<file path="src/sv/pea_pkg.sv">
package pea_pkg;

    localparam int DEF_MAX_EXTENTS = 64;

    localparam int FRAME_W  = 32;
    localparam int SUM_W    = FRAME_W + 1;
    localparam int STATUS_W = 2;
    localparam int IN_W     = 2 * FRAME_W;
    localparam int OUT_W    = 40;
    localparam int OUT_PAD  = OUT_W - STATUS_W - FRAME_W;

    localparam logic ACT_FREE  = 1'b0;
    localparam logic ACT_ALLOC = 1'b1;

    localparam logic [STATUS_W-1:0] ST_OK      = 2'd0;
    localparam logic [STATUS_W-1:0] ST_INVALID = 2'd1;
    localparam logic [STATUS_W-1:0] ST_NO_FIT  = 2'd2;
    localparam logic [STATUS_W-1:0] ST_FULL    = 2'd3;

    typedef struct packed {
        logic               sub;
        logic [FRAME_W-1:0] a;
        logic [FRAME_W-1:0] b;
    } alu_req_t;

endpackage

</file>
<file path="src/sv/pea_alu.sv">
module pea_alu
    import pea_pkg::*;
(
    input  alu_req_t         req,
    output logic [SUM_W-1:0] sum
);

    logic [SUM_W-1:0] a_ext;
    logic [SUM_W-1:0] b_ext;

    assign a_ext = {1'b0, req.a};
    assign b_ext = {1'b0, req.b};
    assign sum   = req.sub ? (a_ext - b_ext) : (a_ext + b_ext);

endmodule

</file>
<file path="config.mk">
export PLATFORM = sky130hd
export DESIGN_NAME = pea_alu
export DESIGN_NICKNAME = d
export VERILOG_FILES = /design/src/sv/pea_pkg.sv /design/src/sv/pea_alu.sv
export SDC_FILE = /design/constraint.sdc
export NUM_CORES = 1
export LEC_CHECK = 0
export BUFFER_PORTS_ARGS = -buffer_cell sky130_fd_sc_hd__buf_2
export CAP_MARGIN = 20
export CORE_MARGIN = 2
export CORE_UTILIZATION = 30
export DETAILED_ROUTE_END_ITERATION = 12
export PLACE_DENSITY = 0.57
export RECOVER_POWER = 25
export SYNTH_ARGS = -nofsm -noshare
export SYNTH_HDL_FRONTEND = slang
export SYNTH_SLANG_ARGS = --single-unit
</file>
<file path="constraint.sdc">
create_clock -name vclk -period 8.4
set_clock_uncertainty 0.05 [all_clocks]
set_input_delay 1.68 -clock vclk [all_inputs]
set_output_delay 1.68 -clock vclk [all_outputs]
set_load 0.01 [all_outputs]
</file>
==> results of run 1 <==
-- final cells by class --
type | count | area share, %
multi-input combinational | 348 | 78.6
timing repair buffer | 98 | 15.5
tap | 105 | 4.22
inverter | 14 | 1.69
-- per-layer routing --
| layer | share of wire (%) | vias to the layer above |
|---|---|---|
| li1 | - | 1543 |
| met1 | 47 | 1303 |
| met4 | 2.2 | 0 |
| met3 | 5.0 | 12 |
| met5 | 0 | - |
| met2 | 46 | 74 |
-- worst max-delay path, delay by kind of cell --
family	cells	cell delay (ns)
multiplexers	1	0.40
buffers and inverters	2	1.11
AND/OR/NAND/NOR	2	0.45
AO/OA/AOI/OAI	4	1.35
XOR/XNOR	1	0.14
adder cells (fa/ha/maj)	1	0.29
-- Yosys cell counts (4+ instances only) --
cell      count
a21oi_1      43
o21ai_0      14
inv_1        14
nor4_1        6
nand2b_1      5
nor2b_1       8
a21o_1       14
ha_1         33
nand4_1       9
nor2_1       42
nor3_1       12
a211oi_1      5
xor2_1       13
xnor2_1      46
nand2_1      26
o21ai_1       4
nand3_1       4
o21a_1        8
and3_1        5
a31oi_1       8
-- power breakdown --
| group | internal (mW) | leakage, nW | total, mW | switching [mW] |
|---|---|---|---|---|
| combinational | 0.155 | 1.42 | 0.365 | 0.210 |
| clock | 0 | 0 | 0 | 0 |
| sequential | 0 | 0 | 0 | 0 |
-- through the flow --
step | util (%) | hold WS [ns] | worst slack, ns | area (um^2)
after floorplan | - | 3.47 | 2.21 | 2580
after global placement | 37.7 | 3.69 | 1.54 | 3130
after detailed placement | 37.7 | 3.70 | 1.49 | 3130
after CTS | 37.7 | 3.70 | 1.47 | 3130
after global routing | 37.5 | 3.72 | 0.898 | 3120
final | 37.5 | 3.69 | 1.24 | 3120
-- cells by family after synthesis --
group	after synthesis
and+or+nand+nor	132
AOI/OAI and AO/OA	122
xor gates and xnor gates	59
adders and majority gates	34
buffers and inverters	25
muxes	1
-- how the worst max path moves through the flow --
stage	slack, ns	cells past startpoint	to	startpoint
after floorplan	2.21	15	sum[30]	req[4]
after global placement	1.54	17	sum[25]	req[4]
after detailed placement	1.49	17	sum[25]	req[4]
after CTS	1.47	17	sum[25]	req[4]
after global routing	0.90	11	sum[27]	req[64]
final	1.24	11	sum[29]	req[64]
==> qor.txt, run 1 <==
Hold-fix buffers, CTS -> 0
DP Cell Count -> 565
Tot Pwr -> 0.365 mW
Vias -> 2932
Final ANT Viol Nets -> 0
Iter 0 DRT Violations -> 121
Grt ovf -> 0
Warnings, synthesis -> 0
Post-CTS Resized -> 0
Die height -> 96.8 um
Main combinational cell family by area after synthesis -> compound AO/OA/AOI/OAI gates
Maximum VDD drop -> 0.0538 mV
Layout cell share with drive strength beyond 1 -> 23.7%
Worst slew pin tran -> 1.34 ns
Nets -> 561
First-pass GRT wire length -> 13.7 mm
Synth area leaders -> ha_1 (16%), xnor2_1 (16%), a21oi_1 (8.3%)
Critical Path, Cell by Cell -> clkbuf_1 > mux2i_1 > ha_1 > nor2b_1 > o31ai_1 > a211oi_1 > nor3_2 > a31oi_1 > a211oi_2 > xnor2_1 > buf_2
Critical Path AT -> 5.43 ns
FMAX -> 140 MHz
Status -> finished, final reports clean
Hold path endpoint -> sum[0]
CP Launch Type -> primary input
Slew Limit Fails -> 0
Clock buffers -> 0
Synth Area in Compound Gates -> 32.4%
IO Pins -> 98
Core area -> 8300 um^2
Yosys top cell area share -> 16.0%
Post-CTS Setup Bufs -> 0
Most frequent cells in the layout -> buf_2 (91), xnor2_1 (46), a21oi_1 (43), nor2_1 (42), ha_1 (33)
Post-DP HPWL -> 7.32 mm
Final Setup Violations -> 0
GRT Max-Usage Layer -> met2
Final min period -> 7.16 ns
Sequential-to-total area share from yosys stat -> 0%
Multi-input logic area -> 2450 um^2
Tcrit/Tclk final -> 85.2%
Antenna violations before repair -> 0
Synthesized area -> 2580 um^2
Worst Hold Class -> in -> out
Post-Synthesis Cells -> 373
RSZ-0062 raised after global routing -> false
Placer Congestion -> 0.927
Post-synthesis xor/xnor area fraction -> 20.0%
Critical path capture point type -> output pin
Hold_sp -> req[0]
Vias in the first global route -> 2856
Detailed Route WL -> 8.34 mm
Fillers -> 916
Final non-filler cell total -> 565
Synth Area in Simple Gates -> 25.5%
Mux cell area share after synthesis -> 0.388%
Cell Pwr Density -> 117 nW/um^2
Leading area contributor after synthesis -> ha_1
FF+latch area -> 0 um^2
Die Area -> 9370 um^2
Met3 Resource Use GR -> 2.24%
Syn nets -> 472
Slowest CP cell -> clkbuf_1
Area delta synth->final -> 20.6%
Relative slew slack -> 10.3%
Die Wd -> 96.8 um
Most common cell after layout, fill and taps aside -> buf_2
Remaining DRCs -> 0
I/O Buffers -> 98
Adder-Cell Fraction of Synth Area -> 16.8%
Critical Path Max Stage Delay -> 0.96 ns
Hold Vio Cnt, Final -> 0
Cell variety after synth -> 58
First-pass detailed-route iteration total -> 4
Post-DR vias/cell -> 5.19
GR Util met2 -> 29.2%
Initial core utilization -> 31.1%
Synth Area per Inst -> 6.92 um^2
Lkg Pwr -> 1.42 nW
Hold Path Depth -> 4
Largest net degree at the start of global routing -> 33
Crit path kind -> in -> out
N_diodes -> 0
Setup_tns -> 0 ns
Row Count -> 33
Req. time, crit path -> 6.67 ns
Gr usage total -> 17.0%
# Max-Cap Violations -> 0
FFs & Latches -> 0
DR WL/cell -> 14.8 um
Crit-path max FO -> 32
GRT met1 Usage -> 23.0%
Note: power is estimated with default switching activity, not from simulation.
==> run 2, diff against run 1 <==
- CELL_PAD_IN_SITES_DETAIL_PLACEMENT: unset -> 1
- CELL_PAD_IN_SITES_GLOBAL_PLACEMENT: unset -> 2
- CORE_UTILIZATION: 30 -> 29
- PLACE_DENSITY: 0.57 -> 0.93
==> qor.txt, run 2 (synthesis results as in run 1) <==
Gr usage total -> 18.1%
Maximum VDD drop -> 0.0520 mV
Worst path top cell family by delay -> compound AO/OA/AOI/OAI gates
RSZ-0062 raised after global routing -> false
FFs & Latches -> 0
Post-CTS Setup Bufs -> 0
Final ANT Viol Nets -> 0
Die height -> 98.4 um
IO Pins -> 98
First-pass GRT wire length -> 14.9 mm
Hold-fix buffers, CTS -> 0
Post-DR vias/cell -> 5.34
Core area -> 8680 um^2
Detailed Route WL -> 8.97 mm
DR WL/cell -> 15.8 um
Tcrit/Tclk final -> 85.3%
Crit path kind -> in -> out
Antenna violations before repair -> 0
Iter 0 DRT Violations -> 56
Status -> finished, final reports clean
N_diodes -> 0
First-pass detailed-route iteration total -> 4
Setup_tns -> 0 ns
GRT met1 Usage -> 23.0%
Worst slew pin tran -> 1.39 ns
Critical Path, Cell by Cell -> clkbuf_1 > mux2i_1 > ha_1 > nor2b_1 > o31ai_1 > a211oi_1 > nor3_2 > a31oi_1 > a211oi_2 > xnor2_1 > buf_2
Most common cell after layout, fill and taps aside -> buf_2
# Max-Cap Violations -> 0
Worst Hold Class -> in -> out
Vias -> 3033
Buf/Inv on CP -> 2
Layout cell share with drive strength beyond 1 -> 23.7%
I/O Buffers -> 98
Post-DP HPWL -> 7.90 mm
Req. time, crit path -> 6.67 ns
Final non-filler cell total -> 568
Row Count -> 34
Placer Congestion -> 0.928
Relative slew slack -> 7.14%
GR Util met2 -> 34.3%
CP Launch Type -> primary input
Remaining DRCs -> 0
Clock buffers -> 0
Critical Path Max Stage Delay -> 0.99 ns
Slowest CP cell -> clkbuf_1
Lkg Pwr -> 1.42 nW
Final min period -> 7.17 ns
Crit path launch -> req[64]
Fillers -> 1164
Final Setup Violations -> 0
Most frequent cells in the layout -> buf_2 (91), xnor2_1 (46), a21oi_1 (43), nor2_1 (42), ha_1 (33)
FMAX -> 139 MHz
DP Cell Count -> 568
GRT Max-Usage Layer -> met2
Critical path capture point type -> output pin
Post-CTS Resized -> 0
Initial core utilization -> 29.8%
Vias in the first global route -> 3163
Crit-path max FO -> 32
FF+latch area -> 0 um^2
Slew Limit Fails -> 0
Critical Path AT -> 5.44 ns
Grt ovf -> 0
Die Area -> 9680 um^2
Cell Pwr Density -> 118 nW/um^2
Largest net degree at the start of global routing -> 33
Die Wd -> 98.4 um
Met3 Resource Use GR -> 2.15%
Area delta synth->final -> 20.8%
Nets -> 561
Hold Vio Cnt, Final -> 0
Hold_sp -> req[0]
-- run 2: cell counts in the layout (fill, tap and decap cells not counted) --
No cell type changed its count.
-- run 2: stage by stage --
stage,cell area [um^2],setup slack (ns),total power [mW],utilization [%],hold slack (ns)
after floorplan,2580,2.21,0.256,-,3.47
after global placement,3130,1.46,0.365,36.1,3.70
after detailed placement,3130,1.41,0.373,36.1,3.71
after CTS,3130,1.41,0.375,36.1,3.71
after global routing,3120,0.832,0.409,35.9,3.73
final,3120,1.23,0.369,35.9,3.69
-- run 2: cell type report --
cell class | instances | area (um^2) | area share [%]
Tap cell | 108 | 135 | 4.33
Inverter | 14 | 52.6 | 1.68
Multi-Input combinational cell | 348 | 2450 | 78.5
Timing Repair Buffer | 98 | 482 | 15.4
-- run 2: path summary, 6_finish.rpt --
kind / cells after the start / to / slack [ns]
hold / removal: 4 / sum[0] / 3.69
setup / recovery: 11 / sum[29] / 1.23
-- run 2: routing by layer --
metal  up-vias  wire length [um]
li1       1545                 -
met1      1424              3910
met5         -                 0
met3         2               446
met4         0                35
met2        62              4580
-- run 2: power breakdown --
part	switching, mW	leakage [nW]	internal [mW]
Sequential	0	0	0
Clock	0	0	0
Combinational	0.214	1.42	0.156
